===== src/design/crc_checked_frame_decoder_assert.svh =====
// Assertion macros shared by the frame decoder RTL.
`ifndef CRC_CHECKED_FRAME_DECODER_ASSERT_SVH
`define CRC_CHECKED_FRAME_DECODER_ASSERT_SVH

// Same-cycle implication, checked on every rising edge outside reset.
`define CFD_ASSERT_IMPLY(label, ante, cons, msg) \
  label: assert property (@(posedge clk) disable iff (rst) (ante) |-> (cons)) \
    else $error(msg);

// Next-cycle implication, checked on every rising edge outside reset.
`define CFD_ASSERT_NEXT(label, ante, cons, msg) \
  label: assert property (@(posedge clk) disable iff (rst) (ante) |=> (cons)) \
    else $error(msg);

`endif


===== src/design/cfd_pkg.sv =====
// Shared types, codes, header layout and CRC-32C helper for the frame decoder.
package cfd_pkg;

  // Header layout: 32 bytes, little-endian fields.
  localparam int HDR_BYTES   = 32;
  localparam int HDR_IDX_W   = $clog2(HDR_BYTES);
  localparam int OFF_MAGIC   = 0;
  localparam int OFF_VERSION = 4;
  localparam int OFF_OPCODE  = 6;
  localparam int OFF_REQ_ID  = 8;
  localparam int OFF_LEN     = 16;
  localparam int OFF_FLAGS   = 20;
  localparam int OFF_RSVD    = 22;
  localparam int OFF_PCRC    = 24;
  localparam int OFF_HCRC    = 28;

  // Opcodes at or above this value are never known.
  localparam int KNOWN_OPCODES = 64;

  // CRC-32C, reflected form.
  localparam logic [31:0] CRC_POLY = 32'h82F6_3B78;
  localparam logic [31:0] CRC_INIT = 32'hFFFF_FFFF;

  // Configuration port.
  localparam int CFG_IDX_W  = 3;
  localparam int CFG_DATA_W = 64;

  typedef enum logic [CFG_IDX_W-1:0] {
    REG_FRAME_MAGIC       = 3'd0,
    REG_MIN_VERSION       = 3'd1,
    REG_MAX_VERSION       = 3'd2,
    REG_KNOWN_OPCODE_MASK = 3'd3,
    REG_LEN_LIMIT         = 3'd4
  } cfg_reg_t;

  typedef enum logic [1:0] {
    EV_HEADER  = 2'd0,
    EV_PAYLOAD = 2'd1,
    EV_ERROR   = 2'd2
  } event_t;

  typedef enum logic [3:0] {
    ST_OK          = 4'd0,
    ST_MAGIC       = 4'd1,
    ST_HDR_CRC     = 4'd2,
    ST_RESERVED    = 4'd3,
    ST_VERSION     = 4'd4,
    ST_OPCODE      = 4'd5,
    ST_TOO_LONG    = 4'd6,
    ST_PAYLOAD_CRC = 4'd7,
    ST_EMPTY_CRC   = 4'd8
  } status_t;

  // Header bytes; a packed slice [hi:lo] reads a little-endian field directly.
  typedef logic [HDR_BYTES-1:0][7:0] hdr_t;

  // One result item as held in the output register.
  typedef struct packed {
    logic [1:0]  event_res;
    logic [3:0]  status;
    logic [15:0] version;
    logic [15:0] opcode;
    logic [63:0] req_ident;
    logic [31:0] body_len;
    logic [15:0] flags;
    logic [7:0]  payload_byte;
    logic        last_of_frame;
  } res_t;

  // One byte of CRC-32C, bit by bit over eight steps.
  function automatic logic [31:0] crc32c_byte(input logic [31:0] crc_in,
                                              input logic [7:0]  data);
    logic [31:0] c;
    c = crc_in ^ {24'd0, data};
    for (int k = 0; k < 8; k++) begin
      c = (c >> 1) ^ (c[0] ? CRC_POLY : 32'd0);
    end
    return c;
  endfunction

endpackage


===== src/design/cfd_ifs.sv =====
// Stream interfaces of the frame decoder: byte input and result output.
interface cfd_byte_if;
  logic       valid;
  logic       ready;
  logic [7:0] data_byte;

  modport source (output valid, output data_byte, input ready);
  modport sink (input valid, input data_byte, output ready);
endinterface

interface cfd_result_if;
  logic        valid;
  logic        ready;
  logic [1:0]  event_res;
  logic [3:0]  status;
  logic [15:0] version;
  logic [15:0] opcode;
  logic [63:0] req_ident;
  logic [31:0] body_len;
  logic [15:0] flags;
  logic [7:0]  payload_byte;
  logic        last_of_frame;

  modport source (output valid, output event_res, output status, output version,
                  output opcode, output req_ident, output body_len,
                  output flags, output payload_byte, output last_of_frame,
                  input ready);
  modport sink (input valid, input event_res, input status, input version,
                input opcode, input req_ident, input body_len,
                input flags, input payload_byte, input last_of_frame,
                output ready);
endinterface


===== src/design/crc_checked_frame_decoder.sv =====
// Top level: length-prefixed frame decoder with CRC-32C header and payload checks.
//
//   Channel      Direction  Content                         Transfer when
//   frame_bytes  sink       one frame byte                  valid && ready
//   results      source     header, payload or error item   valid && ready
//   cfg_*        write      register index and data         cfg_we high
//
// One byte per cycle sustained while results are taken; a byte enters the input register
// at its transfer, and its result is then loaded from there into the result register.
// The byte-wide CRC-32C update and the header checks sit between those registers.
// Reset (rst, synchronous) clears control state and loads register defaults.
// A stalled result holds the output register; the input register can still take a
// byte if it is empty, then ready drops until the result is taken.
`include "crc_checked_frame_decoder_assert.svh"

module crc_checked_frame_decoder (
  input  logic                           clk,
  input  logic                           rst,
  cfd_byte_if.sink                       frame_bytes,
  cfd_result_if.source                   results,
  input  logic                           cfg_we,
  input  logic [cfd_pkg::CFG_IDX_W-1:0]  cfg_index,
  input  logic [cfd_pkg::CFG_DATA_W-1:0] cfg_data
);
  import cfd_pkg::*;

  // Configuration registers.
  logic [31:0] frame_magic;
  logic [15:0] min_version;
  logic [15:0] max_version;
  logic [63:0] known_opcode_mask;
  logic [31:0] len_limit;

  // Input register.
  logic       s1_valid;
  logic [7:0] s1_byte;

  // Decoder state.
  hdr_t        header_store;
  logic [31:0] byte_position;
  logic [31:0] crc_acc;
  logic        in_payload;
  logic        error_latched;

  logic [31:0] byte_position_next;
  logic [31:0] crc_acc_next;
  logic        in_payload_next;
  logic        error_latched_next;

  // Result register.
  logic out_valid;
  res_t res;
  res_t res_next;
  logic emit;

  logic advance;

  // Decode helpers.
  hdr_t        hdr_cur;
  logic [31:0] crc_upd;
  logic [31:0] pos_inc;
  logic        header_done;
  logic [15:0] hdr_version;
  logic [15:0] hdr_opcode;
  logic [31:0] hdr_len;
  logic [31:0] hdr_pcrc;
  logic        opcode_known;
  status_t     hdr_status;

  // Register writes; indexes beyond the list are ignored.
  always_ff @(posedge clk) begin
    if (rst) begin
      frame_magic       <= 32'd0;
      min_version       <= 16'd1;
      max_version       <= 16'd1;
      known_opcode_mask <= 64'd0;
      len_limit         <= 32'd1048576;
    end else if (cfg_we) begin
      case (cfg_index)
        REG_FRAME_MAGIC:       frame_magic       <= cfg_data[31:0];
        REG_MIN_VERSION:       min_version       <= cfg_data[15:0];
        REG_MAX_VERSION:       max_version       <= cfg_data[15:0];
        REG_KNOWN_OPCODE_MASK: known_opcode_mask <= cfg_data;
        REG_LEN_LIMIT:         len_limit         <= cfg_data[31:0];
        default: ;
      endcase
    end
  end

  // The pipeline moves when the result register is free or being drained.
  assign advance           = s1_valid && (!out_valid || results.ready);
  assign frame_bytes.ready = !s1_valid || advance;

  // Input register.
  always_ff @(posedge clk) begin
    if (rst) begin
      s1_valid <= 1'b0;
    end else if (frame_bytes.valid && frame_bytes.ready) begin
      s1_valid <= 1'b1;
    end else if (advance) begin
      s1_valid <= 1'b0;
    end
  end

  always_ff @(posedge clk) begin
    if (frame_bytes.valid && frame_bytes.ready) begin
      s1_byte <= frame_bytes.data_byte;
    end
  end

  // Header view including the byte now being written; payload bytes leave it alone.
  always_comb begin
    hdr_cur = header_store;
    if (!in_payload) begin
      hdr_cur[byte_position[HDR_IDX_W-1:0]] = s1_byte;
    end
  end

  assign crc_upd     = crc32c_byte(crc_acc, s1_byte);
  assign pos_inc     = byte_position + 32'd1;
  assign header_done = &byte_position[HDR_IDX_W-1:0];

  assign hdr_version = hdr_cur[OFF_VERSION+1:OFF_VERSION];
  assign hdr_opcode  = hdr_cur[OFF_OPCODE+1:OFF_OPCODE];
  assign hdr_len     = hdr_cur[OFF_LEN+3:OFF_LEN];
  assign hdr_pcrc    = hdr_cur[OFF_PCRC+3:OFF_PCRC];

  assign opcode_known = (hdr_opcode < 16'(KNOWN_OPCODES)) &&
                        known_opcode_mask[hdr_opcode[5:0]];

  // Header checks in priority order; the header CRC is final before byte 28.
  always_comb begin
    if (hdr_cur[OFF_MAGIC+3:OFF_MAGIC] != frame_magic) begin
      hdr_status = ST_MAGIC;
    end else if (hdr_cur[OFF_HCRC+3:OFF_HCRC] != (crc_acc ^ CRC_INIT)) begin
      hdr_status = ST_HDR_CRC;
    end else if (hdr_cur[OFF_RSVD+1:OFF_RSVD] != 16'd0) begin
      hdr_status = ST_RESERVED;
    end else if (hdr_version < min_version || hdr_version > max_version) begin
      hdr_status = ST_VERSION;
    end else if (!opcode_known) begin
      hdr_status = ST_OPCODE;
    end else if (hdr_len > len_limit) begin
      hdr_status = ST_TOO_LONG;
    end else if (hdr_len == 32'd0 && hdr_pcrc != 32'd0) begin
      hdr_status = ST_EMPTY_CRC;
    end else begin
      hdr_status = ST_OK;
    end
  end

  // Next state and result for the byte in the input register.
  always_comb begin
    byte_position_next = byte_position;
    crc_acc_next       = crc_acc;
    in_payload_next    = in_payload;
    error_latched_next = error_latched;
    res_next           = '0;
    emit               = 1'b0;

    if (error_latched) begin
      // Dropped with no result.
      emit = 1'b0;
    end else if (in_payload) begin
      emit                  = 1'b1;
      res_next.event_res    = EV_PAYLOAD;
      res_next.payload_byte = s1_byte;
      byte_position_next    = pos_inc;
      crc_acc_next          = crc_upd;
      if (pos_inc >= hdr_len) begin
        res_next.last_of_frame = 1'b1;
        if ((crc_upd ^ CRC_INIT) != hdr_pcrc) begin
          res_next.status    = ST_PAYLOAD_CRC;
          error_latched_next = 1'b1;
        end
        in_payload_next    = 1'b0;
        byte_position_next = 32'd0;
        crc_acc_next       = CRC_INIT;
      end
    end else begin
      byte_position_next = pos_inc;
      if (byte_position[HDR_IDX_W-1:0] < 5'(OFF_HCRC)) begin
        crc_acc_next = crc_upd;
      end
      if (header_done) begin
        emit               = 1'b1;
        byte_position_next = 32'd0;
        crc_acc_next       = CRC_INIT;
        if (hdr_status != ST_OK) begin
          res_next.event_res     = EV_ERROR;
          res_next.status        = hdr_status;
          res_next.last_of_frame = 1'b1;
          error_latched_next     = 1'b1;
        end else begin
          res_next.event_res     = EV_HEADER;
          res_next.version       = hdr_version;
          res_next.opcode        = hdr_opcode;
          res_next.req_ident     = hdr_cur[OFF_REQ_ID+7:OFF_REQ_ID];
          res_next.body_len      = hdr_len;
          res_next.flags         = hdr_cur[OFF_FLAGS+1:OFF_FLAGS];
          res_next.last_of_frame = (hdr_len == 32'd0);
          in_payload_next        = (hdr_len != 32'd0);
        end
      end
    end
  end

  // Decoder state and result valid.
  always_ff @(posedge clk) begin
    if (rst) begin
      byte_position <= 32'd0;
      crc_acc       <= CRC_INIT;
      in_payload    <= 1'b0;
      error_latched <= 1'b0;
      out_valid     <= 1'b0;
    end else if (advance) begin
      byte_position <= byte_position_next;
      crc_acc       <= crc_acc_next;
      in_payload    <= in_payload_next;
      error_latched <= error_latched_next;
      out_valid     <= emit;
    end else if (results.ready) begin
      out_valid <= 1'b0;
    end
  end

  // Header bytes and result payload.
  always_ff @(posedge clk) begin
    if (advance && !error_latched && !in_payload) begin
      header_store[byte_position[HDR_IDX_W-1:0]] <= s1_byte;
    end
    if (advance) begin
      res <= res_next;
    end
  end

  assign results.valid         = out_valid;
  assign results.event_res     = res.event_res;
  assign results.status        = res.status;
  assign results.version       = res.version;
  assign results.opcode        = res.opcode;
  assign results.req_ident     = res.req_ident;
  assign results.body_len      = res.body_len;
  assign results.flags         = res.flags;
  assign results.payload_byte  = res.payload_byte;
  assign results.last_of_frame = res.last_of_frame;

  // Checks on decoder state and results.
  `CFD_ASSERT_NEXT(a_error_sticky, error_latched, error_latched, "error flag cleared")
  `CFD_ASSERT_IMPLY(a_error_not_payload, error_latched, !in_payload, "payload after error")
  `CFD_ASSERT_IMPLY(a_header_pos_range, !in_payload,
                    byte_position[31:HDR_IDX_W] == '0, "header position out of range")
  `CFD_ASSERT_IMPLY(a_header_ok, out_valid && res.event_res == EV_HEADER,
                    res.status == ST_OK, "header result with error status")
  `CFD_ASSERT_IMPLY(a_error_ends_frame, out_valid && res.event_res == EV_ERROR,
                    res.last_of_frame && res.status != ST_OK, "error report malformed")

endmodule


===== src/flat_wrapper.sv =====
// flat-port wrapper written by rule: the top's interface ports become plain ports
module crc_checked_frame_decoder_flat import cfd_pkg::*;
  (clk, rst, cfg_we, cfg_index, cfg_data, frame_bytes_valid, frame_bytes_data_byte, frame_bytes_ready, results_valid, results_event_res, results_status, results_version, results_opcode, results_req_ident, results_body_len, results_flags, results_payload_byte, results_last_of_frame, results_ready);
  cfd_byte_if frame_bytes_i ();
  cfd_result_if results_i ();
  input  logic clk;
  input  logic rst;
  input  logic cfg_we;
  input  logic [cfd_pkg::CFG_IDX_W-1:0] cfg_index;
  input  logic [cfd_pkg::CFG_DATA_W-1:0] cfg_data;
  input wire logic [$bits(frame_bytes_i.valid)-1:0] frame_bytes_valid;
  input wire logic [$bits(frame_bytes_i.data_byte)-1:0] frame_bytes_data_byte;
  output wire logic [$bits(frame_bytes_i.ready)-1:0] frame_bytes_ready;
  output wire logic [$bits(results_i.valid)-1:0] results_valid;
  output wire logic [$bits(results_i.event_res)-1:0] results_event_res;
  output wire logic [$bits(results_i.status)-1:0] results_status;
  output wire logic [$bits(results_i.version)-1:0] results_version;
  output wire logic [$bits(results_i.opcode)-1:0] results_opcode;
  output wire logic [$bits(results_i.req_ident)-1:0] results_req_ident;
  output wire logic [$bits(results_i.body_len)-1:0] results_body_len;
  output wire logic [$bits(results_i.flags)-1:0] results_flags;
  output wire logic [$bits(results_i.payload_byte)-1:0] results_payload_byte;
  output wire logic [$bits(results_i.last_of_frame)-1:0] results_last_of_frame;
  input wire logic [$bits(results_i.ready)-1:0] results_ready;
  assign frame_bytes_i.valid = frame_bytes_valid;
  assign frame_bytes_i.data_byte = frame_bytes_data_byte;
  assign frame_bytes_ready = frame_bytes_i.ready;
  assign results_valid = results_i.valid;
  assign results_event_res = results_i.event_res;
  assign results_status = results_i.status;
  assign results_version = results_i.version;
  assign results_opcode = results_i.opcode;
  assign results_req_ident = results_i.req_ident;
  assign results_body_len = results_i.body_len;
  assign results_flags = results_i.flags;
  assign results_payload_byte = results_i.payload_byte;
  assign results_last_of_frame = results_i.last_of_frame;
  assign results_i.ready = results_ready;
  crc_checked_frame_decoder u_core (.clk(clk), .rst(rst), .frame_bytes(frame_bytes_i), .results(results_i), .cfg_we(cfg_we), .cfg_index(cfg_index), .cfg_data(cfg_data));
endmodule

===== config.mk =====
export PLATFORM = sky130hd
export DESIGN_NAME = crc_checked_frame_decoder_flat
export DESIGN_NICKNAME = d
export VERILOG_FILES = /design/src/design/cfd_pkg.sv /design/src/design/cfd_ifs.sv /design/src/design/crc_checked_frame_decoder.sv /design/src/flat_wrapper.sv
export VERILOG_INCLUDE_DIRS = /design/src /design/src/design
export SDC_FILE = /design/constraint.sdc
export NUM_CORES = 2
export LEC_CHECK = 0
export ABC_AREA = 1
export BUFFER_PORTS_ARGS = -buffer_cell sky130_fd_sc_hd__buf_2
export CORE_MARGIN = 4
export CORE_UTILIZATION = 55
export CTS_CLUSTER_SIZE = 24
export DETAILED_ROUTE_END_ITERATION = 6
export GPL_TIMING_DRIVEN = 0
export PLACE_DENSITY = 0.81
export SETUP_SLACK_MARGIN = 0.15
export SLEW_MARGIN = 20
export SYNTH_ARGS = -nofsm -noshare
export SYNTH_HDL_FRONTEND = slang
export SYNTH_SLANG_ARGS = --single-unit

===== constraint.sdc =====
create_clock -name clk -period 47.7 [get_ports clk]
set_input_delay 14.31 -clock clk [delete_from_list [all_inputs] [get_ports clk]]
set_output_delay 14.31 -clock clk [all_outputs]
set_load 0.1 [all_outputs]

* Word level (Yosys, flattened, before mapping)
Cells that the tools add are included.
** Storage, ports and cells
- RAM bits :: 0
- Memories :: 0
- Output and inout port bits :: 161
- Register bits :: 651
- Bits in read-only memories :: 0
- Latch bits :: 0
** Cells by class
- Reduce and logical (&&, ||, !) cells :: 34
- Eq/ne operators :: 7
- Div/mod/pow operators :: 0
- Multiply operators :: 0
- Shift-type cells :: 0
- Order comparisons :: 9
- Bitwise logic cells :: 14
- Muxes and demuxes :: 56
- $add $sub $neg :: 1
** Operators with widths (number)
- $mux W32 :: 15
- $bwmux W256 :: 1
- $mux W256 :: 1
- $xor A31 B32 Y32 :: 8
- $mux W149 :: 1
- $mux W144 :: 1
- $ne A32 B32 Y1 :: 3
- $not A32 Y32 :: 2
- $reduce_bool A32 Y1 :: 2
- $demux W8 S5 :: 1
- $mux W4 :: 9
- $add A32 B1 Y32 const B :: 1
- $ge A32 B32 Y1 :: 1
- $gt A32 B32 Y1 :: 1
- $logic_not A32 Y1 :: 1
- $xor A32 B8 Y32 :: 1
- $mux W1 :: 22
- $gt A16 B16 Y1 :: 1
- $lt A16 B16 Y1 :: 1
- $lt A16 B7 Y1 const B :: 1
- $reduce_bool A16 Y1 :: 1
- $reduce_and A2 Y1 :: 6
- $mux W8 :: 1
- $logic_and A1 B1 Y1 :: 7
- other kinds (23) :: 32

* Logic depth before layout (Yosys ltp)
- Word-level depth :: 23
- Mapped depth :: 32

* Worst setup path after synthesis
No wires, ideal clock.
- Kind :: input -> output
- Start :: in results_ready
- End :: out frame_bytes_ready
- Required time :: 33390 ps
- Arrival time :: 15118 ps
- Stages on the path :: 2
- Buffers on the path :: 0
- Slack :: 18272 ps
- Path through :: inv_1 nand3_1
** On the way
- Word-level cells in the longest chain between the ends :: 3
** RTL lines
- from (decl) :: line flat_wrapper.sv:24 : input wire logic [$bits(results_i.ready)-1:0] results_ready;
- $logic_or A1 B1 Y1 :: line crc_checked_frame_decoder.sv:91 : assign advance = s1_valid && (!out_valid || results.ready);
- $logic_and A1 B1 Y1 :: line crc_checked_frame_decoder.sv:91
- $logic_or A1 B1 Y1 :: line crc_checked_frame_decoder.sv:92 : assign frame_bytes.ready = !s1_valid || advance;
- to (decl) :: line flat_wrapper.sv:13 : output wire logic [$bits(frame_bytes_i.ready)-1:0] frame_bytes_ready;
Every way passes these cells.

* Worst setup path after layout
Ends and elaborated chain as after synthesis.

==> flow_summary.json <==
{
  "grt_usage": 0.3139,
  "fin_worst_skew_ns": 0.05052,
  "p_leak_uw": 0.01734,
  "status": "completed",
  "tritoncts": "yes",
  "port_buffers": 240,
  "grt.overflow.total": 0,
  "cp_slowest_cell": "buf_2",
  "fill_cells": 4984,
  "syn_inst": 4104,
  "numCtsBuffers": 70,
  "rrSetupSlack_ns": 40.75,
  "postCtsHoldBufs": 0,
  "synth_flop_cell": "edfxtp_1",
  "yosysSeqAreaShare": 0.5072,
  "maxCapViolations": 0,
  "insertion_delay_ns": 0.64,
  "peakVddDrop_v": 0.00002603,
  "hold_slack_ns": 0.4441,
  "synth_area_leaders": "edfxtp_1 (37%), dfxtp_1 (13%), nand2_1 (12%), o21ai_0 (6.5%), a21oi_1 (4.8%)",
  "die_w_um": 256.8,
  "gp_congestion": 1.019,
  "drive_above_1_share": 0.1015,
  "period_share": 0.6135,
  "grt_pass1_vias": 28680,
  "setup_viol": 0,
  "hold_class": "reg2reg",
  "relSlewSlack": 0.1558,
  "synthArstFlopShare": 0,
  "synth_edf_count": 423,
  "grt_pass1_wl_mm": 163.0,
  "clkTransAtPathRegs_ns": 0.05,
  "cellPowerDensity_mw_per_mm2": 36.99,
  "cp-end-kind": "output port",
  "worstSetupStartpointType": "input pin",
  "cp.arrival_ns": 14.95,
  "cp_slowest_stage_delay_ns": 0.44,
  "start_util": 0.5598,
  "crit_type": "in2out",
  "antenna_found_initial": 2,
  "cts_buffer_depth": 3,
  "path_common_cell": "buf_2",
  "h-tree-depth": 3,
  "rsz0062_at_grt": "false",
  "critPathMaxFanout": 3,
  "worst_pin_slew_ns": 1.253,
  "wirelength_mm": 107.4,
  "ys_warn_count": 0,
  "cts_setup_buffers": 0,
  "cts_root_buffer": "clkbuf_16",
  "cts.sinks": 651,
  "cp.required_ns": 33.39,
  "synth_compound_area_frac": 0.1414,
  "dr.first_iter.drc_count": 3858,
  "hold_viol_final": 0,
  "post_cts_resize_count": 0,
  "fp.coreArea_mm2": 0.06081,
  "viasPerCell": 5.836,
  "fin_crit_ns": 29.26,
  "drv_slew": 0,
  "power_uw": 1440,
  "ant_nets": 0,
  "drtPass1Iterations": 7,
  "vias": 30800,
  "pin_count": 241,
  "syn2layout_area_growth_pct": 14.34,
  "synth-simple-area-share": 0.1967,
  "synth_area_leader_cell": "edfxtp_1",
  "crit_family": "buffers and inverters",
  "min_from": "u_core.known_opcode_mask[30]$_SDFFE_PP0P_",
  "fmax_ghz": 0.03417,
  "dieArea_mm2": 0.06594,
  "die_h_um": 256.8,
  "synth_adder_area_share": 0.03676,
  "crit_path_cell_trace": "buf_2 > inv_1 > nand3_1 > buf_2",
  "r2r-start": "u_core.byte_position[0]$_SDFFE_PP0P_",
  "post_drt_wl_per_cell_um": 20.36,
  "drc": 0,
  "syn-cell-area_mm2": 0.03404,
  "final_nets": 4618,
  "rows": 90,
  "synth_xor_area_frac": 0.04161,
  "synthMuxAreaShare": 0.004411,
  "synth_cell_types": 50,
  "crit_path_start": "results_ready",
  "synth_top_family_by_area": "simple AND/OR/NAND/NOR gates",
  "syn_area_per_cell_um2": 8.294,
  "setup_tns_ns": 0,
  "hpwl_mm": 77.15,
  "crit_buf_inv": 3,
  "grt_max_degree": 102,
  "ys_ff_latch": 651,
  "yosys.area.top_type_share": 0.3732
}
[where the power goes]
| group | leakage [uW] | switching, uW | total [uW] | internal, uW |
|---|---|---|---|---|
| Sequential | 0.00565 | 11.5 | 624 | 613 |
| Combinational | 0.0106 | 170 | 255 | 84.3 |
| Clock | 0.00113 | 240 | 561 | 321 |
| Total | 0.0173 | 422 | 1440 | 1020 |
[cell usage in the layout, fill, tap and decap left out, drive strengths merged, types with 8 or more instances in the layout]
master     n
mux2i     15
nand3    185
bufinv     8
inv      422
dfxtp    228
nor2     209
edfxtp   423
nor4       8
o211ai    21
ha       100
a21oi    334
o21a      21
nand4     40
xor2     112
xnor2     41
clkinv    29
nand2   1132
buf      302
o21ai    503
nor3      25
o21bai    16
clkbuf   251
conb      10
or2       29
[path summary, 6_finish.rpt]
path                                               end  cells past startpoint
min          u_core.known_opcode_mask[30]$_SDFFE_PP0P_                      2
max                                  frame_bytes_ready                      4
max reg2reg       u_core.byte_position[1]$_SDFFE_PP0P_                     32
min reg2reg  u_core.known_opcode_mask[30]$_SDFFE_PP0P_                      2
[logic make-up (layout without fill, tap and decap cells)]
kind of cell	after synthesis	count (layout)
other	1	11
flip-flops	651	651
AND/OR/NAND/NOR	1639	1639
AO/OA/AOI/OAI	912	912
buffers and inverters	631	1012
XOR/XNOR	155	155
adder cells (fa/ha/maj)	100	100
multiplexers	15	15
[final cells by class]
type	instances	area (um^2)	area share
Multi-Input combinational cell	2831	14370	0.3692
Inverter	421	1588	0.04079
Antenna cell	1	2.502	0.00006429
Buffer	210	864.6	0.02221
Clock buffer	90	1847	0.04745
Clock inverter	38	476.7	0.01225
Tap cell	782	978.4	0.02514
Timing Repair Buffer	253	1529	0.03928
Sequential cell	651	17270	0.4436
[sequential cells by signal (all words and copies together) (netlist names), 8 cells and up]
| signal | flops |
|---|---|
| u_core.byte_position | 32 |
| u_core.crc_acc | 32 |
| u_core.frame_magic | 32 |
| u_core.header_store | 256 |
| u_core.known_opcode_mask | 64 |
| u_core.len_limit | 32 |
| u_core.max_version | 16 |
| u_core.min_version | 16 |
| u_core.results.body_len | 32 |
| u_core.results.flags | 16 |
| u_core.results.opcode | 16 |
| u_core.results.payload_byte | 8 |
| u_core.results.req_ident | 64 |
| u_core.results.version | 16 |
| u_core.s1_byte | 8 |
[Yosys cell counts (11+ instances only)]
library cell,n
a21oi_1,324
buf_1,11
buf_2,28
clkbuf_1,161
dfxtp_1,228
edfxtp_1,423
ha_1,100
inv_1,414
mux2i_1,15
nand2_1,1128
nand3_1,181
nand4_1,40
nor2_1,205
nor3_1,25
o211ai_1,21
o21a_1,21
o21ai_0,444
o21ai_1,58
o21bai_1,16
or2_2,29
xnor2_1,40
xor2_1,109
[worst reg2reg max path, delay by kind of cell (launching register included)]
kind | cells | cell delay [ns]
and+or+nand+nor | 19 | 3.86
buffers and inverters | 7 | 1.29
adders and majority gates | 2 | 0.80
DFF | 1 | 0.42
AOI/OAI and AO/OA | 3 | 0.35
xor gates and xnor gates | 1 | 0.13
[metrics by stage]
| stage | cell area (um^2) | setup slack [ns] | std cells | util |
|---|---|---|---|---|
| global route | 38920 | 18.40 | 5277 | 0.6401 |
| global placement | 36250 | 15.30 | 5135 | 0.5962 |
| floorplan | 34070 | 18.27 | 4113 | - |
| finish | 38920 | 18.44 | 5277 | 0.6401 |
| CTS | 38920 | 18.43 | 5276 | 0.6400 |
| detailed placement | 36600 | 18.43 | 5148 | 0.6018 |
[metal layers]
metal | part of all wire | wire length, um | vias up | global-route usage
met3 | 0.12 | 12440 | 408 | 0.06927
met5 | 0.00010 | 11 | - | 0
li1 | - | - | 14330 | -
met2 | 0.45 | 48360 | 1937 | 0.5053
met1 | 0.38 | 40350 | 14130 | 0.4015
met4 | 0.058 | 6268 | 2 | 0.1588
No activity file was read; power rests on OpenSTA's default activity.
